<file path="config.mk">
export PLATFORM = sky130hd
export DESIGN_NAME = encoder_window_indicator
export DESIGN_NICKNAME = d
export VERILOG_FILES = /design/src/rtl/ewi_pkg.sv /design/src/rtl/ewi_in_stage.sv /design/src/rtl/ewi_core.sv /design/src/rtl/encoder_window_indicator.sv
export SDC_FILE = /design/constraint.sdc
export NUM_CORES = 1
export LEC_CHECK = 0
export BUFFER_PORTS_ARGS = -buffer_cell sky130_fd_sc_hd__buf_2
export CAP_MARGIN = 10
export CORE_MARGIN = 3
export CORE_UTILIZATION = 62
export CTS_CLUSTER_SIZE = 16
export DETAILED_ROUTE_END_ITERATION = 8
export PLACE_DENSITY_LB_ADDON = 0.1
export SLEW_MARGIN = 25
export SYNTH_ARGS = -nofsm -noshare
export SYNTH_HDL_FRONTEND = slang
export SYNTH_SLANG_ARGS = --single-unit
</file>
<file path="constraint.sdc">
create_clock -name i_clk -period 7.15 [get_ports i_clk]
set_clock_uncertainty 0.05 [all_clocks]
set_input_delay 0.715 -clock i_clk [delete_from_list [all_inputs] [get_ports i_clk]]
set_output_delay 0.715 -clock i_clk [all_outputs]
set_load 0.05 [all_outputs]
</file>
<file path="src/rtl/ewi_pkg.sv">
`timescale 1ns / 1ps
// shared types and constants for the encoder window indicator
// no dependencies; imported by every module of the block

package ewi_pkg;

    localparam int COUNT_WIDTH = 32;
    localparam int POS_WIDTH   = 32;
    localparam int KEY_WIDTH   = 4;
    localparam int S_TDATA_W   = 8;
    localparam int S_TUSER_W   = 2;
    localparam int M_TDATA_W   = 40;

    localparam logic [KEY_WIDTH-1:0] DIGIT_LIMIT = KEY_WIDTH'(10);
    localparam logic [COUNT_WIDTH-1:0] COUNT_SIGN = {1'b1, {(COUNT_WIDTH-1){1'b0}}};

    typedef enum logic [1:0] {
        CMD_KEY    = 2'd0,
        CMD_RISE   = 2'd1,
        CMD_FALL   = 2'd2,
        CMD_BUTTON = 2'd3
    } t_cmd;

    typedef enum logic [1:0] {
        MODE_LOW   = 2'd0,
        MODE_HIGH  = 2'd1,
        MODE_TRACK = 2'd2
    } t_mode;

    typedef logic [COUNT_WIDTH-1:0] t_count;

    typedef struct packed {
        t_cmd                 cmd;
        logic [KEY_WIDTH-1:0] key_code;
        logic                 dt_level;
    } t_event;

    typedef struct packed {
        logic                        red_on;
        logic                        blue_on;
        t_mode                       mode_now;
        logic signed [POS_WIDTH-1:0] position;
    } t_result;

endpackage

</file>
<file path="src/rtl/ewi_in_stage.sv">
`timescale 1ns / 1ps
// input register of the encoder window indicator: unpacks and holds one event
// depends on ewi_pkg

module ewi_in_stage
    import ewi_pkg::*;
(
    input  logic                 i_clk,
    input  logic                 i_rst_n,
    input  logic                 i_s_tvalid,
    output logic                 o_s_tready,
    input  logic [S_TDATA_W-1:0] i_s_tdata,
    input  logic [S_TUSER_W-1:0] i_s_tuser,
    input  logic                 i_take,
    output logic                 o_valid,
    output t_event               o_event
);

    logic   r_valid;
    t_event r_event;
    t_event n_event;

    assign o_s_tready = !r_valid || i_take;

    always_comb begin
        n_event.cmd      = t_cmd'(i_s_tuser);
        n_event.key_code = i_s_tdata[KEY_WIDTH-1:0];
        n_event.dt_level = i_s_tdata[KEY_WIDTH];
    end

    always_ff @(posedge i_clk) begin
        if (!i_rst_n) begin
            r_valid <= 1'b0;
        end else if (o_s_tready) begin
            r_valid <= i_s_tvalid;
        end
    end

    always_ff @(posedge i_clk) begin
        if (o_s_tready && i_s_tvalid) begin
            r_event <= n_event;
        end
    end

    assign o_valid = r_valid;
    assign o_event = r_event;

endmodule

</file>
<file path="src/rtl/ewi_core.sv">
`timescale 1ns / 1ps
// mode, limit and position state with the window check and the result register
// depends on ewi_pkg

module ewi_core
    import ewi_pkg::*;
(
    input  logic   i_clk,
    input  logic   i_rst_n,
    input  logic   i_valid,
    input  t_event i_event,
    output logic   o_take,
    output logic   o_valid,
    input  logic   i_ready,
    output t_result o_result
);

    t_mode                r_mode;
    t_mode                n_mode;
    logic [KEY_WIDTH-1:0] r_low;
    logic [KEY_WIDTH-1:0] n_low;
    logic [KEY_WIDTH-1:0] r_high;
    logic [KEY_WIDTH-1:0] n_high;
    t_count               r_count;
    t_count               n_count;
    logic [1:0]           r_lamp;
    logic [1:0]           n_lamp;
    logic                 r_out_valid;
    t_result              r_out;
    t_result              n_out;

    logic   is_digit;
    logic   step_up;
    logic   neg;
    t_count mag;
    logic   in_window;
    logic   advance;

    assign o_take  = !r_out_valid || i_ready;
    assign advance = i_valid && o_take;

    assign is_digit = (i_event.key_code != '0) && (i_event.key_code < DIGIT_LIMIT);
    // rising edge: dt low counts up; falling edge: dt high counts up
    assign step_up  = (i_event.cmd == CMD_RISE) ? !i_event.dt_level : i_event.dt_level;

    // window check on the stepped count
    always_comb begin
        n_count   = step_up ? r_count + 1'b1 : r_count - 1'b1;
        neg       = n_count[COUNT_WIDTH-1];
        mag       = neg ? (~n_count + 1'b1) : n_count;
        in_window = !(neg && (mag == COUNT_SIGN))
                 && (mag >= COUNT_WIDTH'(r_low))
                 && (mag <= COUNT_WIDTH'(r_high));
    end

    always_comb begin
        n_mode  = r_mode;
        n_low   = r_low;
        n_high  = r_high;
        n_lamp  = r_lamp;
        case (i_event.cmd)
            CMD_KEY: begin
                if (is_digit && r_mode == MODE_LOW) begin
                    n_low  = i_event.key_code;
                    n_mode = MODE_HIGH;
                end else if (is_digit && r_mode == MODE_HIGH && i_event.key_code >= r_low) begin
                    n_high = i_event.key_code;
                    n_mode = MODE_TRACK;
                end
            end
            CMD_RISE, CMD_FALL: begin
                if (r_mode == MODE_TRACK) begin
                    if (!in_window) begin
                        n_lamp = 2'b00;
                    end else if (!neg && n_count != '0) begin
                        n_lamp = 2'b01;
                    end else begin
                        n_lamp = 2'b10;
                    end
                end
            end
            default: begin
                n_lamp = 2'b00;
                n_mode = MODE_LOW;
            end
        endcase
    end

    always_comb begin
        n_out.red_on   = n_lamp[0];
        n_out.blue_on  = n_lamp[1];
        n_out.mode_now = n_mode;
        if (i_event.cmd == CMD_BUTTON) begin
            n_out.position = '0;
        end else if ((i_event.cmd == CMD_RISE || i_event.cmd == CMD_FALL)
                     && r_mode == MODE_TRACK) begin
            n_out.position = POS_WIDTH'(signed'(n_count));
        end else begin
            n_out.position = POS_WIDTH'(signed'(r_count));
        end
    end

    always_ff @(posedge i_clk) begin
        if (!i_rst_n) begin
            r_mode      <= MODE_LOW;
            r_low       <= '0;
            r_high      <= '0;
            r_count     <= '0;
            r_lamp      <= 2'b00;
            r_out_valid <= 1'b0;
        end else begin
            if (advance) begin
                r_mode <= n_mode;
                r_low  <= n_low;
                r_high <= n_high;
                r_lamp <= n_lamp;
                if (i_event.cmd == CMD_BUTTON) begin
                    r_count <= '0;
                end else if ((i_event.cmd == CMD_RISE || i_event.cmd == CMD_FALL)
                             && r_mode == MODE_TRACK) begin
                    r_count <= n_count;
                end
            end
            if (o_take) begin
                r_out_valid <= i_valid;
            end
        end
    end

    always_ff @(posedge i_clk) begin
        if (advance) begin
            r_out <= n_out;
        end
    end

    assign o_valid  = r_out_valid;
    assign o_result = r_out;

endmodule

</file>
<file path="src/rtl/encoder_window_indicator.sv">
`timescale 1ns / 1ps
// Encoder window indicator top level.
// Slave channel: one event per item; tuser carries the event kind
// (key press, clock rising edge, clock falling edge, button), tdata the key
// code and the DT level. Master channel: one result per item with both LED
// states, the current mode and the signed net position.
// Keys 1-9 set the low then the high limit; after that, encoder edges move
// a wrapping position and the LEDs show whether its magnitude lies in the
// window (red positive, blue zero or negative). The button clears position
// and LEDs and returns to limit entry, keeping the limits.
// An accepted item passes the input register, then the state update into
// the result register. One item per cycle while the receiver does not
// stall; the increment and window compare on the position register are
// combinational.
// Reset (synchronous, active low) clears mode, limits, position, LEDs and
// both stage valids. When the receiver stalls, the result register holds,
// the input register fills, and o_s_tready drops until the result is taken.
// depends on ewi_pkg, ewi_in_stage, ewi_core

module encoder_window_indicator
    import ewi_pkg::*;
(
    input  logic                 i_clk,
    input  logic                 i_rst_n,
    input  logic                 i_s_tvalid,
    output logic                 o_s_tready,
    input  logic [S_TDATA_W-1:0] i_s_tdata,  // key_code[3:0], dt_level[4], zero pad
    input  logic [S_TUSER_W-1:0] i_s_tuser,  // cmd[1:0]
    output logic                 o_m_tvalid,
    input  logic                 i_m_tready,
    output logic [M_TDATA_W-1:0] o_m_tdata   // red_on[0], blue_on[1], mode_now[3:2],
                                             // position[35:4], zero pad
);

    logic    take;
    logic    ev_valid;
    t_event  ev;
    t_result res;

    ewi_in_stage u_in_stage (
        .i_clk      (i_clk),
        .i_rst_n    (i_rst_n),
        .i_s_tvalid (i_s_tvalid),
        .o_s_tready (o_s_tready),
        .i_s_tdata  (i_s_tdata),
        .i_s_tuser  (i_s_tuser),
        .i_take     (take),
        .o_valid    (ev_valid),
        .o_event    (ev)
    );

    ewi_core u_core (
        .i_clk    (i_clk),
        .i_rst_n  (i_rst_n),
        .i_valid  (ev_valid),
        .i_event  (ev),
        .o_take   (take),
        .o_valid  (o_m_tvalid),
        .i_ready  (i_m_tready),
        .o_result (res)
    );

    assign o_m_tdata = {
        (M_TDATA_W-POS_WIDTH-4)'(0),
        res.position,
        res.mode_now,
        res.blue_on,
        res.red_on
    };

endmodule

</file>
* After elaboration in Yosys (flattened, before gate mapping)
Index checks and enable logic that the tools add are counted.
** Cells by class
- Equality and inequality tests :: 6
- Add/sub/neg operators :: 3
- Bitwise logic cells :: 2
- Reduce and logical (&&, ||, !) cells :: 26
- Mux-type cells :: 12
- Order comparisons :: 4
** Operator list (number)
- 2-to-1 mux 32 bit :: 4
- adder 32 x 1 -> 32 bit, second input constant :: 2
- == test 32 bit, second input constant :: 1
- greater-or-equal comparator 32 x 4 -> 1 bit :: 1
- <= comparator 32 x 4 -> 1 bit :: 1
- NOT 32 bit :: 1
- nonzero test 32 bit :: 1
- subtractor 32 x 1 -> 32 bit, second input constant :: 1
- logical AND 1 bit :: 11
- 2-to-1 mux 2 bit :: 5
- case mux 2 bit (2 select lines) :: 2
- == test 2 bit, second input constant :: 3
- zero test 1 bit :: 5
- == test 2 x 1 -> 1 bit, second input constant :: 2
- greater-or-equal comparator 4 bit :: 1
- zero test 2 bit :: 2
- less-than comparator 4 bit, second input constant :: 1
- AND reduction 4 bit :: 1
- nonzero test 4 bit :: 1
- logical OR 1 bit :: 3
- AND reduction 3 bit :: 1
- OR reduction 2 bit :: 1
- 2-to-1 mux 1 bit :: 1
- NOT 1 bit :: 1
** Word-level totals
- Word-level logic and storage cells :: 67
- Output and inout port bits :: 42
- Flip-flop bits (word level) :: 89

* Depth between registers and ports, before layout
Gate-level depths: netlist of run 1.
- Depth after elaboration :: 14
- Mapped depth :: 32

* Hierarchy
From an unflattened synthesis of run 1, not the netlist that was laid out.
** Second synthesis, totals
- Cell total of the unflattened synthesis :: 933
- Area total of the unflattened synthesis :: 7339.5 um^2
** By module, submodules not included
- ewi_core :: instances 1, area each 7038.0 um^2, cells an instance 916, sequential area each 1981.9 um^2
- ewi_in_stage :: instances 1, area each 267.8 um^2, cells an instance 12, sequential area each 230.2 um^2
- encoder_window_indicator :: instances 1, area each 33.8 um^2, cells an instance 5, sequential area each 0.0 um^2

* Worst setup path before layout of run 1
OpenSTA, ideal clock, no wires.
- Path kind :: register to register
- From :: register u_in_stage.r_event, in the netlist u_in_stage.o_event[5]
- To :: register u_core.r_lamp[0]
- Required time :: 6.999 ns
- Arrival :: 5.880 ns
- Period minus slack after synthesis :: 6.031 ns
- Slack :: 1.119 ns
- Stages on the path, launching flop included :: 31
- Cells stage by stage :: edfxtp_1 -> ha_1 -> xor2_1 -> inv_2 -> buf_6 -> buf_6 -> buf_4 -> buf_2 -> buf_2 -> ha_1 -> buf_1 -> inv_1 -> a221o_1 -> or4_4 -> and3_4 -> or2_1 -> buf_6 -> buf_6 -> nor2_1 -> xor2_1 -> ha_1 -> nor2b_1 -> o21ai_0 -> nand2b_1 -> a21oi_1 -> a41oi_1 -> nor4_1 -> nand4_2 -> nor4_2 -> nand4_2 -> o41ai_1
** Between the ends
- Word-level cells in the longest chain between the ends :: 14
- Elaborated cells between the ends (all ways) :: 23
- Classes of those cells :: 1 x add/sub; 2 x order compare; 3 x eq/ne; 7 x mux; 1 x bitwise; 9 x reduce/logical
** RTL lines
- start: declaration :: line ewi_in_stage.sv:20 : t_event r_event;
- start signal: assignment :: line ewi_in_stage.sv:41 : r_event <= n_event;
- parallel branches: the longest is 13 deep, another holds adder 32 x 1 -> 32 bit
- case mux 2 bit (2 select lines) * :: line ewi_core.sv:61 : case (i_event.cmd)
- end signal: assignment :: line ewi_core.sv:116 : r_lamp <= n_lamp;
- end: declaration :: line ewi_core.sv:26 : logic [1:0] r_lamp;
Every way passes the cells marked *.
A chain may end at the register's enable or synchronous reset.

* Worst setup path in the final report of run 1
- From :: register u_in_stage.r_event, in the netlist u_in_stage.o_event[6]
- To :: register u_core.r_lamp[0]
Same word-level chain as after synthesis.

==> flow_summary.yaml, run 1 <==
status:
  status: "complete, no violations"
power:
  vdd_drop_max_mv: 0.141
  leakagePower_nw: 2.82
  powerDensity_nw_per_um2: 167
floorplanning:
  initial_core_util_pct: 64.3
  core_region_area_um2: 11600
  die_x_um: 116
  io_pins: 56
  die_y_um: 116
  die_area_um2: 13300
  rows: 39
timing:
  setup_ws_ns: 0.902
  tightest_slew_ns: 0.876
  setup_viol: 0
  post-route-period-util_pct: 87.4
  whs_ns: 0.466
  max_slew_margin_pct: 41.6
  slew_violations: 0
  hold_violations: 0
  fin_crit_ns: 6.25
  timing.fmax_mhz: 160
  setup-tns-final_ns: 0
  rsz0062_at_grt: "no"
clock_tree:
  cts_resized: 0
  clk_pin_slew_ns: 0.06
  h-tree-depth: 3
  clkLatencyLatePin_ns: 0.35
  cts_buffers: 9
  cts.sink_count: 89
  cts_tree: "yes"
  cts_buffer_depth: 2
  root_buffer: "clkbuf_16"
  ctsHoldBuffers: 0
  cts_setup_buffers: 0
yosys:
  netlist_instances: 921
  synth_seq_cells: 89
  yosys-top-cells-area: "edfxtp_1, dfxtp_1, nand2_1, a21boi_0, nor2_1"
  async_reset_ff_share_pct: 0
  ys_types: 96
  synth_top_area_share_pct: 17.4
  syn-cell-area_um2: 7440
  synth-edff-count: 43
  ys.flop_type: "dfxtp_1"
  yosys_warnings: 0
  syn_avg_cell_area_um2: 8.07
  netlist.top_cell.by_area: "edfxtp_1"
  yosysSeqAreaShare_pct: 29.7
drt:
  met3_wirelength_mm: 1.22
  avgRoutedWirePerCell_um: 19.1
  drcViolationCount: 0
  routed-via-count: 7084
  drtIter0Drc: 848
  routed_wl_mm: 20.3
  wl_met1_mm: 9.09
  wl_met2_mm: 9.38
  ant_nets: 0
  firstDrtPassIters: 6
  top_layer_used: "met4"
  via_per_inst: 6.69
critical_path:
  endpoint_kind: "flop"
  rrSetupSlack_ns: 0.90
  crit-reg2reg-capture: "u_core.r_lamp[0]"
  cp_max_fo: 19
  arrival_ns: 6.44
  cp-start-kind: "flop"
  worstReg2RegStart: "u_in_stage.o_event[6]"
  crit_type: "reg2reg"
  r2r_cells: 24
  required_ns: 7.34
grt:
  grt_pass1_wl_mm: 32.8
  gr-usage-all-layers_pct: 30.6
  grt_overflow: 0
  grt_pass1_vias: 6382
  grt_antenna_before_repair: 0
  grt_max_degree: 74
job:
  max-cap-violations: 0
final_layout:
  nNetsFinal: 945
  fillers: 970
  fin_area_um2: 7820
  final_util_pct: 67.6
  multi_input_area_um2: 4750
  drive_gt1_share_pct: 12.4
  area_growth_syn_to_layout_pct: 5.10
  antenna_cells: 0
  final-seq-area_um2: 2210
place:
  io_buffer_count: 48
  placed_cell_area_um2: 7520
  dp_worst_setup_slack_ns: 1.05
  gp_congestion: 0.909
  dp_hpwl_mm: 14.4
worst_hold_path:
  hold_class: "reg2reg"
  hp-start: "u_core.r_lamp[0]"
  holdPathEnd: "u_core.r_lamp[0]"
  holdPathStages: 2
[worst max-delay path, cell delays in order, from the launching register on]
cell and delay (ns):
edfxtp_1 0.42, inv_1 0.11, ha_1 0.25, xor2_4 0.18
inv_2 0.17, ha_1 0.50, inv_1 0.14, a221o_1 0.33
or4_4 0.45, a21oi_2 0.26, or2_1 0.63, nor2_1 0.08
o21ai_0 0.17, o31ai_1 0.11, xnor2_1 0.24, ha_1 0.30
o21ai_0 0.10, nand2b_1 0.08, a21oi_1 0.14, a41oi_1 0.06
nor4_1 0.30, nand4_2 0.16, nor4_2 0.34, nand4_2 0.19
o41ai_1 0.35
[cell usage after synthesis, types with 5 or more instances]
master,number
a211oi_1,13
nor2_1,67
buf_4,6
or3_1,17
o21ai_0,29
a31oi_1,10
nand2b_1,6
mux2i_1,20
or2_2,7
nand3_1,21
a21o_1,7
and3_1,18
inv_1,17
nor4_1,26
xnor2_1,25
nor2b_1,12
o211ai_1,9
buf_2,18
clkbuf_1,43
nor3b_1,5
xor2_1,19
ha_1,20
a21boi_0,35
a21oi_1,38
or4_1,19
nand4_1,21
o32ai_1,5
and4_1,11
o31ai_1,9
nor3_1,26
buf_6,8
nand2_1,138
edfxtp_1,43
and2_1,9
dfxtp_1,46
[logic make-up after synthesis]
family          count (synthesis)  share of synthesized area (%)
mux                            23                           3.15
xor+xnor                       45                           5.40
compound gates                214                           20.7
flops                          89                           29.7
buf+inv                        99                           6.78
fa+ha+maj                      20                           3.37
simple gates                  430                           30.8
other cells                     1                         0.0504
[flip-flops by register name, summed over array words and instances, names as in the netlist]
register            flops
u_core.r_lamp           2
u_core.o_result        36
u_core.r_mode           2
u_core.r_count         32
u_core.r_high           4
u_core.o_valid          1
u_core.r_low            4
u_in_stage.o_valid      1
u_in_stage.o_event      7
[worst max-delay path by stage]
stage                                      from                   to  cells after the start
after global routing      u_in_stage.o_event[6]     u_core.r_lamp[1]                     24
after detailed placement  u_in_stage.o_event[6]     u_core.r_lamp[0]                     24
final                     u_in_stage.o_event[6]     u_core.r_lamp[0]                     24
after global placement    u_in_stage.o_event[6]  u_core.o_result[35]                     24
after floorplan           u_in_stage.o_event[5]     u_core.r_lamp[0]                     30
after CTS                 u_in_stage.o_event[6]     u_core.r_lamp[0]                     24
[layout by cell type (no fill, tap or decap), drive strengths merged, types with 7 or more instances in the layout]
cell type  instances
and2              10
dfxtp             46
or2                9
nor4              32
nand3             21
nand4             23
o31ai              9
nand2            139
edfxtp            43
a21oi             40
a21o               7
a21boi            37
or4               21
ha                20
o21ai             31
xor2              20
and3              19
a211oi            13
o211ai            10
inv               18
a31oi             10
or3               17
nor3              27
nor2              67
mux2i             20
clkbuf            10
nor2b             12
xnor2             25
buf               57
and4              11
[stage by stage]
stage	instances	total power, mW
final	1059	1.30
after global routing	1059	1.35
after CTS	1059	1.30
after detailed placement	1043	0.838
after global placement	1043	0.832
after floorplan	924	0.786
[report_power, final]
part	leakage [nW]	switching, mW	internal [mW]
Sequential	0.795	0.00474	0.544
Clock	0.150	0.190	0.277
Combinational	1.87	0.195	0.0919
Total	2.82	0.390	0.913
[layer usage]
| layer | up-vias | global-route usage (%) |
|---|---|---|
| met3 | 48 | 4.07 |
| li1 | 3389 | - |
| met2 | 294 | 48.8 |
| met5 | - | 0 |
| met4 | 0 | 11.9 |
| met1 | 3353 | 42.3 |
[layout make-up]
class / count / share of cell area (%)
Clock buffer: 10 / 3.06
Inverter: 18 / 0.865
Tap cell: 143 / 2.29
Sequential cell: 89 / 28.3
Timing Repair Buffer: 57 / 3.94
Multi-Input combinational cell: 736 / 60.8
Clock inverter: 6 / 0.736
Power figures use the tool's default switching activity.
==> inputs of run 2 (changes only) <==
- CELL_PAD_IN_SITES_DETAIL_PLACEMENT: not set -> 1
- CELL_PAD_IN_SITES_GLOBAL_PLACEMENT: not set -> 1
- CORE_UTILIZATION: 62 -> 40
- GPL_TIMING_DRIVEN: not set -> 1
==> flow_summary.yaml, run 2 (same netlist as run 1, synthesis figures left out) <==
final_layout:
  final_common_cell: "nand2_1"
  area_growth_syn_to_layout_pct: 6.70
  antenna_cells: 0
  mostFrequentLayoutCells: "nand2_1, nor2_1, buf_2"
  final_util_pct: 43.9
  largest_reg_flops: 36
  fin_area_um2: 7930
  nNetsFinal: 946
  drive_gt1_share_pct: 12.5
critical_path:
  cp_top_family: "simple AND/OR/NAND/NOR gates"
  rrSetupSlack_ns: 1.10
  cp-start-kind: "flop"
  worstReg2RegStart: "u_in_stage.o_event[6]"
  cp_max_fo: 18
  crit_buf_inv: 3
  endpoint_kind: "flop"
  slowest_stage: "ha_1"
  cpPeakStageDelay_ns: 0.54
  crit_start: "u_in_stage.o_event[6]"
  arrival_ns: 6.23
  crit_top_cell: "ha_1"
  crit_type: "reg2reg"
  required_ns: 7.33
  path_cells: "inv_1, ha_1, xor2_4, inv_2, ha_1, inv_1, a221o_1, or4_4, a21oi_2, or2_1, nor2_1, o21ai_0, o31ai_1, xnor2_1, ha_1, o21ai_0, nand2b_1, a21oi_1, a41oi_1, nor4_1, nand4_2, nor4_2, nand4_2, o41ai_1"
timing:
  setup_viol: 0
  whs_ns: 0.466
  rsz0062_at_grt: "no"
  setup-tns-final_ns: 0
  timing.fmax_mhz: 165
  fin_crit_ns: 6.05
  post-route-period-util_pct: 84.6
  setup_ws_ns: 1.10
  slew_violations: 0
  max_slew_margin_pct: 40.2
  tightest_slew_ns: 0.894
  hold_violations: 0
drt:
  drtIter0Drc: 543
  ant_nets: 0
  routed_wl_mm: 23.9
  firstDrtPassIters: 5
  avgRoutedWirePerCell_um: 20.9
  routed-via-count: 7128
  via_per_inst: 6.22
  drcViolationCount: 0
grt:
  grt_max_degree: 56
  grt_pass1_vias: 7183
  grt_pass1_wl_mm: 39.2
  grt_antenna_before_repair: 0
  grt_overflow: 0
  gr-usage-all-layers_pct: 24.1
power:
  powerDensity_nw_per_um2: 168
  vdd_drop_max_mv: 0.113
  leakagePower_nw: 2.82
status:
  status: "complete, no violations"
worst_hold_path:
  hold_class: "reg2reg"
  hp-start: "u_core.r_count[30]"
place:
  dp_worst_setup_slack_ns: 1.18
  dp_hpwl_mm: 17.3
  io_buffer_count: 48
  placed_cell_area_um2: 7640
  gp_congestion: 0.940
clock_tree:
  cts_buffers: 9
  cts_setup_buffers: 0
  ctsHoldBuffers: 0
  h-tree-depth: 3
  cts_resized: 0
  clkLatencyLatePin_ns: 0.35
  cts.sink_count: 89
  root_buffer: "clkbuf_16"
  cts_tree: "yes"
  clk_pin_slew_ns: 0.07
  cts_buffer_depth: 2
floorplanning:
  initial_core_util_pct: 41.1
  io_pins: 56
  rows: 49
  core_region_area_um2: 18100
  die_x_um: 142
  die_y_um: 142
  die_area_um2: 20300
job:
  max-cap-violations: 0
-- run 2: changes by cell type in the layout (fill, tap and decap cells not counted) --
cell      before  now
inv_6          0    2
clkinv_1       1    0
nor2_4         0    1
nor2_2         1    0
buf_4          9   10
clkbuf_1       0    1
clkbuf_8       1    0
clkinv_2       3    2
-- run 2: report_power, final --
| group | leakage [nW] | internal [mW] | switching, mW |
|---|---|---|---|
| sequential | 0.795 | 0.543 | 0.00507 |
| clock | 0.147 | 0.273 | 0.216 |
| combinational | 1.88 | 0.0925 | 0.201 |
-- run 2: area by class of cell --
cell class / count / area (µm²)
repair buffers: 58 / 315
flip-flops and latches: 89 / 2210
clock inverters: 6 / 66.3
clock buffers: 10 / 229
fillers: 2214 / 10200
inverters: 18 / 67.6
multi-input cells: 736 / 4760
well taps: 229 / 287
-- run 2: final timing paths --
path	to	depth (start not counted)
min reg2reg	u_core.r_count[30]	2
max reg2reg	u_core.r_lamp[1]	24
min	u_core.r_count[30]	2
max	u_core.r_lamp[1]	24
-- run 2: per-layer routing --
| metal | share of wire, % | global-route usage, % |
|---|---|---|
| met1 | 46 | 32.5 |
| met2 | 47 | 40.0 |
| met3 | 3.0 | 2.15 |
| met4 | 3.2 | 9.75 |
| met5 | 0 | 0 |
-- run 2: stage by stage --
step	std cells	total power, mW
detailed placement	1130	0.851
finish	1146	1.33
global route	1146	1.39
floorplan	924	0.786
global placement	1130	0.843
CTS	1146	1.34
-- run 2: tightest hold or removal path, cell delays in order (launching register included) --
cell and delay [ns]:
dfxtp_1 0.34, nand2_1 0.06, a21boi_0 0.07
==> inputs of run 3 (changes only) <==
- clock period: 7.15 -> 5.3 ns (I/O delays scaled with it)
==> flow_summary.yaml, run 3 (same netlist as run 1, synthesis figures left out) <==
floorplanning:
  die_x_um: 142
  rows: 49
  die_y_um: 142
  die_area_um2: 20300
  initial_core_util_pct: 41.1
  core_region_area_um2: 18100
  io_pins: 56
clock_tree:
  clkLatencyLatePin_ns: 0.36
  cts_buffer_depth: 2
  cts_buffers: 9
  cts.sink_count: 89
  clk_pin_slew_ns: 0.07
  h-tree-depth: 3
  ctsHoldBuffers: 0
  cts_tree: "yes"
  root_buffer: "clkbuf_16"
status:
  status: "complete, no violations"
place:
  gp_congestion: 0.945
  placed_cell_area_um2: 8410
  dp_worst_setup_slack_ns: -0.0497
  dp_hpwl_mm: 19.1
  dp.cells: 1228
  io_buffer_count: 48
timing:
  setup_viol: 0
  post-route-period-util_pct: 99.3
  fin_crit_ns: 5.26
  timing.fmax_mhz: 190
  tightest_slew_ns: 0.958
  hold_violations: 0
  slew_violations: 0
  whs_ns: 0.294
  setup_ws_ns: 0.0377
  max_slew_margin_pct: 35.6
  rsz0062_at_grt: "yes"
final_layout:
  drive_gt1_share_pct: 23.5
  nNetsFinal: 1052
  fin_area_um2: 8910
  mostFrequentLayoutCells: "nand2_1, buf_4, nor2_1"
  largest_reg_flops: 36
  area_growth_syn_to_layout_pct: 19.8
  final_common_cell: "nand2_1"
  antenna_cells: 0
  final_cells: 1252
grt:
  grt_antenna_before_repair: 0
  grt_pass1_vias: 7729
  grt_pass1_wl_mm: 41.5
  gr-usage-all-layers_pct: 25.7
  grt_max_degree: 48
  grt_overflow: 0
power:
  power.internal_mw: 1.27
  vdd_drop_max_mv: 0.179
  power.total_mw: 1.88
  p_switching_uw: 610
  clockPowerShare_pct: 34.6
  switching_share_pct: 32.5
  combPwrFrac_pct: 26.0
  p_seq_share_pct: 39.4
  powerDensity_nw_per_um2: 211
  leakagePower_nw: 3.38
drt:
  avgRoutedWirePerCell_um: 21.0
  drtIter0Drc: 609
  drcViolationCount: 0
  firstDrtPassIters: 5
  routed_wl_mm: 26.3
  via_per_inst: 6.08
  ant_nets: 0
  routed-via-count: 7615
critical_path:
  crit_type: "reg2reg"
  cp_max_fo: 4
  cp_top_family: "simple AND/OR/NAND/NOR gates"
  endpoint_kind: "flop"
  slowest_stage: "or4_4"
  crit-reg2reg-capture: "u_core.o_result[34]"
  cpPeakStageDelay_ns: 0.54
  worstReg2RegStart: "u_in_stage.o_event[6]"
  r2r_cells: 25
  arrival_ns: 5.39
  cp-start-kind: "flop"
  required_ns: 5.43
  crit_buf_inv: 5
  rrSetupSlack_ns: 0.04
worst_hold_path:
  hp-start: "i_s_tdata[1]"
  holdPathStages: 1
  holdPathEnd: "u_in_stage.o_event[2]"
  hold_class: "in2reg"
job:
  max-cap-violations: 0
==> run 3: changes by cell type in the layout (fill, tap and decap cells not counted), sizes merged <==
cell | previous run | this run
clkinvlp | 0 | 2
buf | 58 | 163
clkbuf | 10 | 11
bufinv | 1 | 0
clkinv | 3 | 2
==> run 3: worst register-to-register path: stages, from the launching register on <==
cell      delay (ns)
edfxtp_1        0.40
inv_2           0.10
ha_4            0.15
xor2_4          0.27
inv_4           0.10
ha_4            0.30
inv_4           0.04
a221o_1         0.31
or4_4           0.54
and3_4          0.18
or2_4           0.24
buf_6           0.12
nor2_4          0.09
xor2_2          0.15
ha_1            0.28
nor2b_4         0.15
o21ai_2         0.11
nand2b_1        0.08
a21oi_2         0.14
a41oi_2         0.05
nor4_2          0.26
buf_4           0.16
nand4_4         0.10
nor4_4          0.25
nand4_2         0.19
o31ai_1         0.27
==> run 3: worst max-delay path by stage <==
stage	from	endpoint	slack, ns	cells past startpoint
after floorplan	u_in_stage.o_event[6]	u_core.o_result[34]	-0.36	31
after global placement	u_in_stage.o_event[6]	u_core.o_result[34]	-0.05	24
after detailed placement	u_in_stage.o_event[6]	u_core.o_result[34]	-0.05	24
after CTS	u_in_stage.o_event[6]	u_core.o_result[35]	0.02	25
after global routing	u_in_stage.o_event[6]	u_core.o_result[34]	-0.20	25
final	u_in_stage.o_event[6]	u_core.o_result[34]	0.04	25
==> run 3: layout make-up <==
type / count / area [µm²]
Fill cell: 2197 / 9180
Multi-Input combinational cell: 736 / 4880
Timing Repair Buffer: 164 / 1160
Inverter: 18 / 72.6
Sequential cell: 89 / 2210
Tap cell: 229 / 287
Clock inverter: 6 / 46.3
Clock buffer: 10 / 250
==> run 3: power groups by stage <==
stage,registers (mW),clock network [mW],logic (mW)
after global routing,0.741,0.695,0.527
after global placement,0.754,0,0.436
final,0.739,0.650,0.489
after CTS,0.739,0.663,0.455
after detailed placement,0.755,0,0.448
after floorplan,0.788,0,0.280
==> run 3: layer usage <==
| metal | track usage, % | vias to the layer above | routed length [µm] |
|---|---|---|---|
| li1 | - | 3585 | - |
| met1 | 33.5 | 3807 | 11800 |
| met2 | 43.3 | 177 | 12900 |
| met3 | 3.97 | 46 | 941 |
| met4 | 9.00 | 0 | 650 |
| met5 | 0 | - | 0 |
==> run 3: repair_timing <==
| item | in CTS | in global routing |
|---|---|---|
| setup buffers | 0 | 7 |
| gates resized for setup | 5 | 21 |
| pin swaps | 4 | 5 |
| cloned | 0 | 1 |
| endpoints found under the setup margin | 4 | 4 |
==> run 3: per-stage QoR <==
| step | util [%] | TNS, ns |
|---|---|---|
| floorplan | - | -1.27 |
| global placement | 46.5 | -0.0904 |
| detailed placement | 46.5 | -0.0851 |
| CTS | 48.3 | 0 |
| global route | 49.3 | -0.664 |
| finish | 49.3 | 0 |
